--- config.mk ---
export PLATFORM = sky130hd
export DESIGN_NAME = packet_dedup_sliding_window_core
export DESIGN_NICKNAME = d
export VERILOG_FILES = /design/src/rtl/core/pdsw_pkg.sv /design/src/rtl/core/pdsw_ram.sv /design/src/rtl/core/pdsw_ctrl.sv /design/src/rtl/core/pdsw_dpath.sv /design/src/rtl/core/packet_dedup_sliding_window_core.sv
export SDC_FILE = /design/constraint.sdc
export NUM_CORES = 2
export LEC_CHECK = 0
export ABC_AREA = 1
export CAP_MARGIN = 20
export CORE_MARGIN = 10
export CORE_UTILIZATION = 45
export DETAILED_ROUTE_END_ITERATION = 7
export DONT_BUFFER_PORTS = 1
export GPL_ROUTABILITY_DRIVEN = 1
export REMOVE_ABC_BUFFERS = 1
export SYNTH_ARGS = -nofsm -noshare
export SYNTH_HDL_FRONTEND = slang
export SYNTH_SLANG_ARGS = --single-unit
--- constraint.sdc ---
create_clock -name clk -period 11.5 [get_ports clk]
set_clock_uncertainty 0.05 [all_clocks]
set_input_delay 0.575 -clock clk [delete_from_list [all_inputs] [get_ports clk]]
set_output_delay 0.575 -clock clk [all_outputs]
set_load 0.05 [all_outputs]
--- src/rtl/core/pdsw_pkg.sv ---
`timescale 1ns / 1ps
package pdsw_pkg;

	localparam int DEF_MAX_SENDERS = 16;
	localparam int DEF_WINDOW      = 64;

	localparam int BASE_W      = 64;
	localparam int SEQ_W       = 63;
	localparam int SID_W       = 8;
	localparam int CFG_W       = 5;
	localparam int LIMIT_W     = 9;
	localparam int IN_TDATA_W  = 80;
	localparam int OUT_TDATA_W = 8;

	localparam int IN_SP_BIT   = 0;
	localparam int IN_SID_LSB  = 1;
	localparam int IN_QP_BIT   = 9;
	localparam int IN_SEQ_LSB  = 10;

	localparam logic ACT_ARRIVE   = 1'b0;
	localparam logic ACT_COMPLETE = 1'b1;

	typedef enum logic [1:0] {
		ST_NEW     = 2'd0,
		ST_DONE    = 2'd1,
		ST_DUP     = 2'd2,
		ST_INVALID = 2'd3
	} status_t;

	typedef enum logic [2:0] {
		S_IDLE,
		S_LOAD,
		S_CHECK,
		S_EXEC,
		S_SLIDE,
		S_WRITE,
		S_DONE
	} state_t;

	typedef struct packed {
		logic accept;
		logic rd_en;
		logic load;
		logic check;
		logic exec;
		logic slide;
		logic write;
		logic out_load;
	} ctrl_cmd_t;

	typedef struct packed {
		logic sender_ok;
		logic store;
		logic complete;
		logic slide_more;
		logic out_free;
	} dpath_sts_t;

endpackage

--- src/rtl/core/pdsw_ram.sv ---
`timescale 1ns / 1ps
module pdsw_ram #(
	parameter int WIDTH = 8,
	parameter int DEPTH = 16
) (
	input  logic                                      clk,
	input  logic                                      wr_en,
	input  logic [((DEPTH > 1) ? $clog2(DEPTH) : 1)-1:0] wr_addr,
	input  logic [WIDTH-1:0]                          wr_data,
	input  logic                                      rd_en,
	input  logic [((DEPTH > 1) ? $clog2(DEPTH) : 1)-1:0] rd_addr,
	output logic [WIDTH-1:0]                          rd_data
);

	logic [WIDTH-1:0] mem_q [DEPTH];
	logic [WIDTH-1:0] rd_data_q;

	always_ff @(posedge clk) begin
		if (wr_en) begin
			mem_q[wr_addr] <= wr_data;
		end
		if (rd_en) begin
			rd_data_q <= mem_q[rd_addr];
		end
	end

	assign rd_data = rd_data_q;

endmodule

--- src/rtl/core/pdsw_ctrl.sv ---
`timescale 1ns / 1ps
module pdsw_ctrl (
	input  logic                   clk,
	input  logic                   arst_n,
	input  logic                   in_valid,
	output logic                   in_ready,
	input  pdsw_pkg::dpath_sts_t   sts,
	output pdsw_pkg::ctrl_cmd_t    cmd
);
	import pdsw_pkg::*;

	state_t state_q;
	state_t state_d;

	always_ff @(posedge clk or negedge arst_n) begin
		if (!arst_n) begin
			state_q <= S_IDLE;
		end else begin
			state_q <= state_d;
		end
	end

	always_comb begin
		state_d = state_q;
		unique case (state_q)
			S_IDLE: begin
				if (in_valid) begin
					state_d = sts.sender_ok ? S_LOAD : S_DONE;
				end
			end
			S_LOAD:  state_d = S_CHECK;
			S_CHECK: state_d = S_EXEC;
			S_EXEC: begin
				if (sts.complete) begin
					state_d = S_SLIDE;
				end else if (sts.store) begin
					state_d = S_WRITE;
				end else begin
					state_d = S_DONE;
				end
			end
			S_SLIDE: begin
				if (!sts.slide_more) begin
					state_d = S_WRITE;
				end
			end
			S_WRITE: state_d = S_DONE;
			S_DONE: begin
				if (sts.out_free) begin
					state_d = S_IDLE;
				end
			end
			default: state_d = S_IDLE;
		endcase
	end

	always_comb begin
		cmd      = '0;
		in_ready = 1'b0;
		unique case (state_q)
			S_IDLE: begin
				in_ready   = 1'b1;
				cmd.accept = in_valid;
				cmd.rd_en  = in_valid && sts.sender_ok;
			end
			S_LOAD:  cmd.load  = 1'b1;
			S_CHECK: cmd.check = 1'b1;
			S_EXEC:  cmd.exec  = 1'b1;
			S_SLIDE: cmd.slide = sts.slide_more;
			S_WRITE: cmd.write = 1'b1;
			S_DONE:  cmd.out_load = sts.out_free;
			default: cmd = '0;
		endcase
	end

endmodule

--- src/rtl/core/pdsw_dpath.sv ---
`timescale 1ns / 1ps
module pdsw_dpath #(
	parameter int MAX_SENDERS = pdsw_pkg::DEF_MAX_SENDERS,
	parameter int WINDOW      = pdsw_pkg::DEF_WINDOW
) (
	input  logic                               clk,
	input  logic                               arst_n,
	input  logic                               cfg_wr_en,
	input  logic [pdsw_pkg::CFG_W-1:0]         cfg_wr_data,
	input  logic                               in_user,
	input  logic [pdsw_pkg::IN_TDATA_W-1:0]    in_data,
	input  logic                               in_last,
	output logic                               out_valid,
	input  logic                               out_ready,
	output logic [pdsw_pkg::OUT_TDATA_W-1:0]   out_data,
	input  pdsw_pkg::ctrl_cmd_t                cmd,
	output pdsw_pkg::dpath_sts_t               sts
);
	import pdsw_pkg::*;

	localparam int SW = (MAX_SENDERS > 1) ? $clog2(MAX_SENDERS) : 1;
	localparam int IW = $clog2(WINDOW);
	localparam int CW = $clog2(WINDOW + 1);
	localparam int DW = BASE_W + 2 * WINDOW + CW;

	logic [CFG_W-1:0]       sender_count_q;
	logic [CFG_W-1:0]       remaining_q;
	logic [MAX_SENDERS-1:0] valid_q;
	logic                   out_valid_q;

	logic              act_q;
	logic              eos_q;
	logic [SEQ_W-1:0]  seq_q;
	logic [SW-1:0]     sidx_q;
	logic [BASE_W-1:0] wbase_q;
	logic [BASE_W-1:0] next_q;
	logic [BASE_W-1:0] off_q;
	logic              old_q;
	logic [WINDOW-1:0] wrm_q;
	logic [WINDOW-1:0] wcm_q;
	logic [CW-1:0]     wcnt_q;
	status_t           res_status_q;
	logic              res_close_q;
	status_t           out_status_q;
	logic              out_close_q;

	logic [SID_W-1:0]   in_sid;
	logic [LIMIT_W-1:0] limit;
	logic [DW-1:0]      rd_data;
	logic [DW-1:0]      wr_data;
	logic [BASE_W-1:0]  rd_base;
	logic [WINDOW-1:0]  rd_rm;
	logic [WINDOW-1:0]  rd_cm;
	logic [CW-1:0]      rd_cnt;
	logic               far;
	logic               inwin;
	logic [IW-1:0]      bidx;
	logic               rbit;
	logic               cbit;
	status_t            ex_status;
	logic               ex_store;
	logic               ex_complete;

	assign in_sid = in_data[IN_SID_LSB +: SID_W];
	assign limit  = (LIMIT_W'(sender_count_q) < LIMIT_W'(MAX_SENDERS)) ?
		LIMIT_W'(sender_count_q) : LIMIT_W'(MAX_SENDERS);

	assign sts.sender_ok = in_data[IN_SP_BIT] && !in_sid[SID_W-1] &&
		(LIMIT_W'(in_sid) < limit) && in_data[IN_QP_BIT];

	pdsw_ram #(
		.WIDTH(DW),
		.DEPTH(MAX_SENDERS)
	) u_state_ram (
		.clk     (clk),
		.wr_en   (cmd.write),
		.wr_addr (sidx_q),
		.wr_data (wr_data),
		.rd_en   (cmd.rd_en),
		.rd_addr (in_sid[SW-1:0]),
		.rd_data (rd_data)
	);

	assign wr_data = {wcnt_q, wcm_q, wrm_q, wbase_q};
	assign rd_base = rd_data[0 +: BASE_W];
	assign rd_rm   = rd_data[BASE_W +: WINDOW];
	assign rd_cm   = rd_data[BASE_W + WINDOW +: WINDOW];
	assign rd_cnt  = rd_data[BASE_W + 2 * WINDOW +: CW];

	always_comb begin
		far         = off_q >= BASE_W'(WINDOW);
		inwin       = !old_q && !far;
		bidx        = off_q[IW-1:0];
		rbit        = wrm_q[bidx];
		cbit        = wcm_q[bidx];
		ex_status   = ST_INVALID;
		ex_store    = 1'b0;
		ex_complete = 1'b0;
		if (act_q == ACT_ARRIVE) begin
			if (inwin && rbit) begin
				ex_status = (!cbit || eos_q) ? ST_DUP : ST_DONE;
			end else if (old_q) begin
				ex_status = ST_DONE;
			end else if (far) begin
				ex_status = ST_INVALID;
			end else begin
				ex_status = ST_NEW;
				ex_store  = 1'b1;
			end
		end else if (inwin && rbit) begin
			ex_status   = ST_NEW;
			ex_complete = 1'b1;
		end
	end

	assign sts.store      = ex_store;
	assign sts.complete   = ex_complete;
	assign sts.slide_more = (wcnt_q > CW'(WINDOW / 2)) && wcm_q[0];
	assign sts.out_free   = !out_valid_q || out_ready;

	always_ff @(posedge clk or negedge arst_n) begin
		if (!arst_n) begin
			sender_count_q <= CFG_W'(1);
			remaining_q    <= CFG_W'(1);
			valid_q        <= '0;
			out_valid_q    <= 1'b0;
		end else begin
			if (cfg_wr_en) begin
				sender_count_q <= cfg_wr_data;
				remaining_q    <= cfg_wr_data;
				valid_q        <= '0;
			end else begin
				if (cmd.exec && ex_store && eos_q && remaining_q != '0) begin
					remaining_q <= remaining_q - CFG_W'(1);
				end
				if (cmd.write) begin
					valid_q[sidx_q] <= 1'b1;
				end
			end
			if (cmd.out_load) begin
				out_valid_q <= 1'b1;
			end else if (out_ready) begin
				out_valid_q <= 1'b0;
			end
		end
	end

	always_ff @(posedge clk) begin
		if (cmd.accept) begin
			act_q        <= in_user;
			eos_q        <= in_last;
			seq_q        <= in_data[IN_SEQ_LSB +: SEQ_W];
			sidx_q       <= in_sid[SW-1:0];
			res_status_q <= ST_INVALID;
			res_close_q  <= 1'b0;
		end
		if (cmd.load) begin
			if (valid_q[sidx_q]) begin
				wbase_q <= rd_base;
				next_q  <= rd_base + BASE_W'(1);
				wrm_q   <= rd_rm;
				wcm_q   <= rd_cm;
				wcnt_q  <= rd_cnt;
			end else begin
				wbase_q <= '1;
				next_q  <= '0;
				wrm_q   <= '0;
				wcm_q   <= '0;
				wcnt_q  <= '0;
			end
		end
		if (cmd.check) begin
			{old_q, off_q} <= {2'b00, seq_q} - {1'b0, next_q};
		end
		if (cmd.exec) begin
			res_status_q <= ex_status;
			res_close_q  <= ex_store && eos_q && (remaining_q == CFG_W'(1));
			if (ex_store) begin
				wrm_q[bidx] <= 1'b1;
			end
			if (ex_complete) begin
				wcm_q[bidx] <= 1'b1;
				wcnt_q      <= wcnt_q + CW'(!cbit);
			end
		end
		if (cmd.slide) begin
			wrm_q   <= wrm_q >> 1;
			wcm_q   <= wcm_q >> 1;
			wcnt_q  <= wcnt_q - CW'(1);
			wbase_q <= wbase_q + BASE_W'(1);
		end
		if (cmd.out_load) begin
			out_status_q <= res_status_q;
			out_close_q  <= res_close_q;
		end
	end

	assign out_valid = out_valid_q;
	assign out_data  = {(OUT_TDATA_W - 3)'(0), out_close_q, out_status_q};

endmodule

--- src/rtl/core/packet_dedup_sliding_window_core.sv ---
`timescale 1ns / 1ps
// Per-sender duplicate and replay filter for sequenced packets.
// Input stream s_axis: tuser is the action (0 arrival check, 1 completion), tlast is the
// end-of-stream flag, tdata carries sender and sequence. Output stream m_axis returns one
// status transaction per input transaction, in order.
// cfg_wr_en/cfg_wr_data write the sender count; a write reloads the remaining-sender count
// and clears every sender window at once. Write only while no transaction is in flight.
// A transaction with a missing or bad sender/sequence skips the RAM read and goes to the
// output register as invalid. A valid one gets a state RAM read, a sequence compare and
// the map update, plus a write-back for a new arrival or recorded completion (which may
// first slide the window, up to WINDOW/2 steps). One transaction is handled at a time;
// the next is accepted the cycle after the last result enters the output register.
// Reset returns all windows to base -1 with empty maps, sender count 1, no pending result.
// When m_axis_tready is low the result holds in the output register; one more transaction
// is worked off meanwhile and then waits until the register drains.
module packet_dedup_sliding_window_core #(
	parameter int MAX_SENDERS = pdsw_pkg::DEF_MAX_SENDERS,
	parameter int WINDOW      = pdsw_pkg::DEF_WINDOW
) (
	input  logic                              clk,
	input  logic                              arst_n,
	input  logic                              cfg_wr_en,
	input  logic [pdsw_pkg::CFG_W-1:0]        cfg_wr_data,
	input  logic                              s_axis_tvalid,
	output logic                              s_axis_tready,
	// sender_present, src_idx[7:0], seq_present, seq_num[62:0], zero fill
	input  logic [pdsw_pkg::IN_TDATA_W-1:0]   s_axis_tdata,
	// action
	input  logic                              s_axis_tuser,
	input  logic                              s_axis_tlast,
	output logic                              m_axis_tvalid,
	input  logic                              m_axis_tready,
	// status[1:0], chan_close, zero fill
	output logic [pdsw_pkg::OUT_TDATA_W-1:0]  m_axis_tdata
);
	import pdsw_pkg::*;

	ctrl_cmd_t  cmd;
	dpath_sts_t sts;

	pdsw_ctrl u_ctrl (
		.clk      (clk),
		.arst_n   (arst_n),
		.in_valid (s_axis_tvalid),
		.in_ready (s_axis_tready),
		.sts      (sts),
		.cmd      (cmd)
	);

	pdsw_dpath #(
		.MAX_SENDERS(MAX_SENDERS),
		.WINDOW     (WINDOW)
	) u_dpath (
		.clk         (clk),
		.arst_n      (arst_n),
		.cfg_wr_en   (cfg_wr_en),
		.cfg_wr_data (cfg_wr_data),
		.in_user     (s_axis_tuser),
		.in_data     (s_axis_tdata),
		.in_last     (s_axis_tlast),
		.out_valid   (m_axis_tvalid),
		.out_ready   (m_axis_tready),
		.out_data    (m_axis_tdata),
		.cmd         (cmd),
		.sts         (sts)
	);

endmodule
### After elaboration in Yosys (flattened, before gate mapping)

Memory sizes are Yosys's and may differ from the RTL's. A register that Yosys moved wholly into a read port is not among the register bits.
Cells that the tools add are included.

* register bits after elaboration: 433
* memory bits (writable): 3184
* bits of input ports: 92
* output and inout port bits: 10
* logic and storage cells: 147
* memories: 1

* add/sub/neg operators: 6
* magnitude comparators: 8
* eq/ne operators: 10
* multiplexer cells: 68
* bitwise gates (word level): 3
* reduce and logical (&&, ||, !) cells: 29

Memories
* u_dpath.u_state_ram.mem_q: depth 16, width 199, read ports 1, clocked after Yosys merged registers in 1, wr ports 1, line pdsw_ram.sv:15 `logic [WIDTH-1:0] mem_q [DEPTH];`

Operators by type and width (number)
* $mux W64: 11
* $add A64 B1 Y64 const B: 2
* $or A64 B64 Y64: 2
* $mux W63: 2
* $sub A63 B64 Y65: 1
* $ge A64 B7 Y1 const B: 1
* $mux W7: 5
* $mux W16: 2
* $mux W1: 24
* $pmux W3 S7: 1
* $mux W2: 10
* $or A16 B16 Y16: 1
* $mux W3: 5
* $mux W5: 3
* $logic_and A1 B1 Y1: 14
* $bmux W1 S6: 2
* $reduce_bool A2 Y1: 5
* $eq A3 B3 Y1 const B: 3
* $lt A8 B9 Y1: 1
* $add A7 B1 Y7: 1
* $gt A7 B6 Y1 const B: 1
* $lt A6 B7 Y1 const B: 1
* $sub A7 B1 Y7 const B: 1
* $demux W1 S6: 1
* other kinds (17): 24

### Longest topological paths before layout

* depth in word-level cells: 11
* depth in mapped cells: 21
* mapped depth without buffers: 18

### By module

A second synthesis with hierarchy kept.

* cell total of the unflattened synthesis: 15920
* area, all modules: 166236.9 um2

Modules (own cells, without submodules)
* pdsw_ram: times used 1, cells an instance 12058, area each 137859.7 um2, sequential area each 101587.4 um2
* pdsw_dpath: times used 1, cells an instance 3808, area each 28058.2 um2, sequential area each 11428.5 um2
* pdsw_ctrl: times used 1, cells an instance 54, area each 319.1 um2, sequential area each 75.1 um2

### Least setup slack after synthesis

No wires, ideal clock.

* kind: reg2reg
* start point: reg u_ctrl.state_q[0]
* end point: reg u_dpath.u_state_ram.rd_data_q[0] (netlist: u_dpath.u_state_ram.rd_data[0]) (read register of u_dpath.u_state_ram.mem_q), enable pin
* setup time: 0.762 ns
* arrival time: 10.256 ns
* required time: 10.688 ns
* path slack: 0.432 ns
* stages on the path, launching flop included: 4
* buffers on the path: 0
* clock period less this slack: 11.068 ns
* cell sequence: dfrtp_1 nor3_1 nand3_1 nor2_1

RTL lines
* start, declared: line pdsw_ctrl.sv:12 `state_t state_q;`
* start signal, assigned: line pdsw_ctrl.sv:19 `state_q <= state_d;`
* end, declared: line pdsw_ram.sv:16 `logic [WIDTH-1:0] rd_data_q;`

### Worst setup path after layout

* start point: in s_axis_tdata[1] in the netlist's numbering
* end point: reg u_dpath.u_state_ram.rd_data_q[93] (netlist: u_dpath.u_state_ram.rd_data[93]) (read register of u_dpath.u_state_ram.mem_q) (data pin)

* cells in the longest elaborated chain, start to end: 5

Ends and longest elaborated chain
* start, declared: line packet_dedup_sliding_window_core.sv:27 `input logic [pdsw_pkg::IN_TDATA_W-1:0] s_axis_tdata,`
* $lt A8 B9 Y1: line pdsw_dpath.sv:69 `(LIMIT_W'(in_sid) < limit) && in_data[IN_QP_BIT];`
* $logic_and A1 B1 Y1: line pdsw_dpath.sv:68 `assign sts.sender_ok = in_data[IN_SP_BIT] && !in_sid[SID_W-1] &&`
* $logic_and A1 B1 Y1: line pdsw_dpath.sv:69
* $logic_and A1 B1 Y1: line pdsw_ctrl.sv:64 `cmd.rd_en = in_valid && sts.sender_ok;`
* $mux W2: line pdsw_ctrl.sv:60 `unique case (state_q)`

Parallel ways exist; a longest one is shown, timed or not.
A chain may end at the register's enable or synchronous reset.

==> run metrics <==
CP Data Arrival Time 6860 ps; hold_sp s_axis_tdata[2]; Synth Instances 12.50k; crit path capture type flip-flop; r2r endpoint u_dpath.wcnt_q[6]$_DFF_P_; area leader, netlist edfxtp_1; failing checks max-slew violations; Finished Cell Area 173400 sq um; vias 104.9k; CTS H-tree lvls 5; endpoints failing hold 0; Int Pwr 23.98 mW; Post-synth EDFFs 3651; Die W 607.3 um; DP Area 159600 sq um; Vias/cell 6.086; top post-synthesis cells by area edfxtp_1 71%, o21ai_0 6.4%, nor2_1 5.6%; outcome finished, violations left; final number of max-transition violations 325; Max-slew headroom -18.56%; GRT Total Usage 24.26%; combinational share of power 9.0%; GP Congestion 0.9503; clock root buffer clkbuf_16; switch share 25.20%; Final ANT Viol Nets 0; Worst EP required 12260 ps; cells on worst reg2reg path 20; clock group share of total power 39.4%; Synth Area per Inst 12.42 sq um; initial antenna violation count 14; P_sw 8.080 mW; MaxCap Viol Count 0; Worst-Skew Late Latency 980 ps; critical path class input port to flip-flop; Crit Path Max Fanout 225; ys flop type edfxtp_1; drt wl/cell 27.30 um; pin count of the biggest net entering global routing 791; maximum vdd drop 0.0001358 V; static leakage power 56.33 nW; Seq pwr share 51.6%; Least-Margin Pin Slew 1778 ps; RSZ-0062 raised after global routing no; Post-Synth XOR/XNOR Area 0.6941%; # nets final 12.51k; worst hold path type input port to flip-flop; clock sinks 3816; post-synthesis mux area share 0.05804%; CTS tree built; area share of the largest cell type after synthesis 70.63%; worst hold stages 4; Worst-path clk slew 60 ps; first-pass GRT wire length 682400 um; post-synthesis sequential area ratio 72.86%; Starting Density 45.22%; synth cell count leaders 3651 x edfxtp_1, 2320 x nor2_1, 1986 x o21ai_0; I/O pin total 102; Synth Area in Simple Gates 9.401%; final worst path period share 53.07%; Inserted Clock Buffers 392; post-layout min period 6103 ps; synthesis-to-finish area growth 11.72%; Synth Area in Compound Gates 13.21%; Synth Register Bits 3816; Cell variety after synth 58; adder-cell share of the synthesized area 0.6255%; Hold EP u_dpath.u_state_ram.rd_data[162]$_DFFE_PP_; Power Dens Cells 184.9 nW/um^2; PostCTS Resize Cnt 0; die height 607.3 um; R2R setup slack 6280 ps; die area 368800 sq um; gr ovfl total 0; final hold slack 71.55 ps; total iterations of the first detailed-routing run 8; Post-DP HPWL 233100 um; # rows 215; most frequent cell after synthesis edfxtp_1; fraction of registers with async set/reset 0.7862%; post-detailed-routing wire length 470400 um; DRC violations left 0; fmax 163.8 MHz; R2R Path Start u_dpath.off_q[0]$_DFFE_PP_; drt first-iter violations 13.76k; Synthesis Warnings 0; Clock Path Buffers 4; mapped cell area 155200 sq um; startpoint types input port; layout cell share with drive strength beyond 1 6.196%; vias in the first global route 102.1k; core area 343300 sq um; setup violators final 0; Port-buffer cells 0; combinational family with the most area after synthesis compound AO/OA/AOI/OAI gates
-- flip-flops by register name (all words and copies together) (netlist names) --
signal / flops
u_dpath.seq_q: 63
u_dpath.res_status_q: 2
u_ctrl.state_q: 3
u_dpath.eos_q: 1
u_dpath.wcnt_q: 7
u_dpath.valid_q: 16
u_dpath.off_q: 64
u_dpath.wcm_q: 64
u_dpath.out_close_q: 1
u_dpath.old_q: 1
u_dpath.next_q: 64
u_dpath.act_q: 1
u_dpath.out_valid: 1
u_dpath.u_state_ram.rd_data: 199
u_dpath.u_state_ram.mem_q: 3184
u_dpath.wrm_q: 64
u_dpath.sidx_q: 4
u_dpath.out_status_q: 2
u_dpath.remaining_q: 5
u_dpath.sender_count_q: 5
u_dpath.res_close_q: 1
u_dpath.wbase_q: 64
-- kinds of logic (layout without fill, tap and decap cells) --
family	after synthesis	after routing
simple gates	3668	3668
other cells	1	9
xor+xnor	123	123
buf+inv	1265	1430
fa+ha+maj	77	77
compound gates	3542	3542
mux	9	9
flops	3816	3816
-- power groups by stage --
stage	clock [mW]	sequential, mW	combinational (mW)
after global placement	0	16.8	2.70
final	12.6	16.5	2.89
after floorplan	0	16.7	1.71
after CTS	12.8	16.5	2.80
after global routing	13.3	16.6	3.13
after detailed placement	0	16.8	2.73
-- per-stage QoR --
stage	TNS, ps	power (mW)	instances	util (%)	worst slack [ps]
final	0	32.06	17230	50.52	5397
after floorplan	-2785510	18.37	11700	-	-9836
after global placement	0	19.46	16410	46.49	5446
after global routing	0	33.06	17230	50.52	5222
after detailed placement	0	19.54	16410	46.49	5340
after CTS	0	32.11	17220	50.47	5837
-- final cells by class --
type / instances / area, sq um
Inverter: 460 / 1760
Clock inverter: 215 / 2207
Antenna cell: 4 / 10.01
Multi-Input combinational cell: 7424 / 37480
Clock buffer: 505 / 10500
Timing Repair Buffer: 250 / 2666
Sequential cell: 3816 / 113100
Tap cell: 4557 / 5702
Fill cell: 29080 / 169800
-- worst max-delay path by stage --
| stage | from | end | slack (ps) | cells after the start |
|---|---|---|---|---|
| 2_1_floorplan | s_axis_tdata[1] | u_dpath.u_state_ram.rd_data[0]$_DFFE_PP_ | -9840 | 8 |
| 3_3_place_gp | s_axis_tdata[1] | u_dpath.u_state_ram.rd_data[93]$_DFFE_PP_ | 5450 | 11 |
| 3_5_place_dp | s_axis_tdata[1] | u_dpath.u_state_ram.rd_data[93]$_DFFE_PP_ | 5340 | 11 |
| 4_1_cts | s_axis_tdata[1] | u_dpath.u_state_ram.rd_data[93]$_DFFE_PP_ | 5840 | 12 |
| 5_1_grt | s_axis_tdata[1] | u_dpath.u_state_ram.rd_data[93]$_DFFE_PP_ | 5220 | 12 |
| 6_report | s_axis_tdata[1] | u_dpath.u_state_ram.rd_data[93]$_DFFE_PP_ | 5400 | 12 |
-- what timing repair did --
item | 4_1_cts | 5_1_grt
buffers inserted | 0 | 0
setup endpoints to repair | 0 | 0
endpoints found under the hold margin | 189 | 1
hold buffers | 88 | 1
-- worst max-delay path, cell delays in order --
cell and delay, ps:
buf_16 280, buf_16 410, buf_16 500, inv_8 530, buf_12 710, buf_4 710, buf_4 880, o21ai_0 190
o22ai_1 230, nor2_1 80, o32ai_1 270, dlygate4sd3_1 590
-- placed cells by master, fill, tap and decap left out, drive strengths merged, types with 41 or more instances in the layout --
master and instances:
nor2 2334, nor3 110, clkbuf 505, buf 165
clkinv 163, o22ai 571, o21ai 2025, dfxtp 135
inv 470, o221ai 340, o211ai 145, a31oi 145
xnor2 41, edfxtp 3651, xor2 82, dlygate4sd3 85
nand4 55, nand2 875, nand3 239, a21oi 230
ha 76
-- routing by layer --
layer / GRT usage (%) / wire length [um] / vias to the layer above
met1: 32.44 / 188600 / 52730
met5: 0 / 26 / -
met4: 9.527 / 19590 / 4
met2: 40.39 / 223900 / 5179
li1: - / - / 45950
met3: 3.215 / 38270 / 1008
No activity file was read; power rests on OpenSTA's default activity.
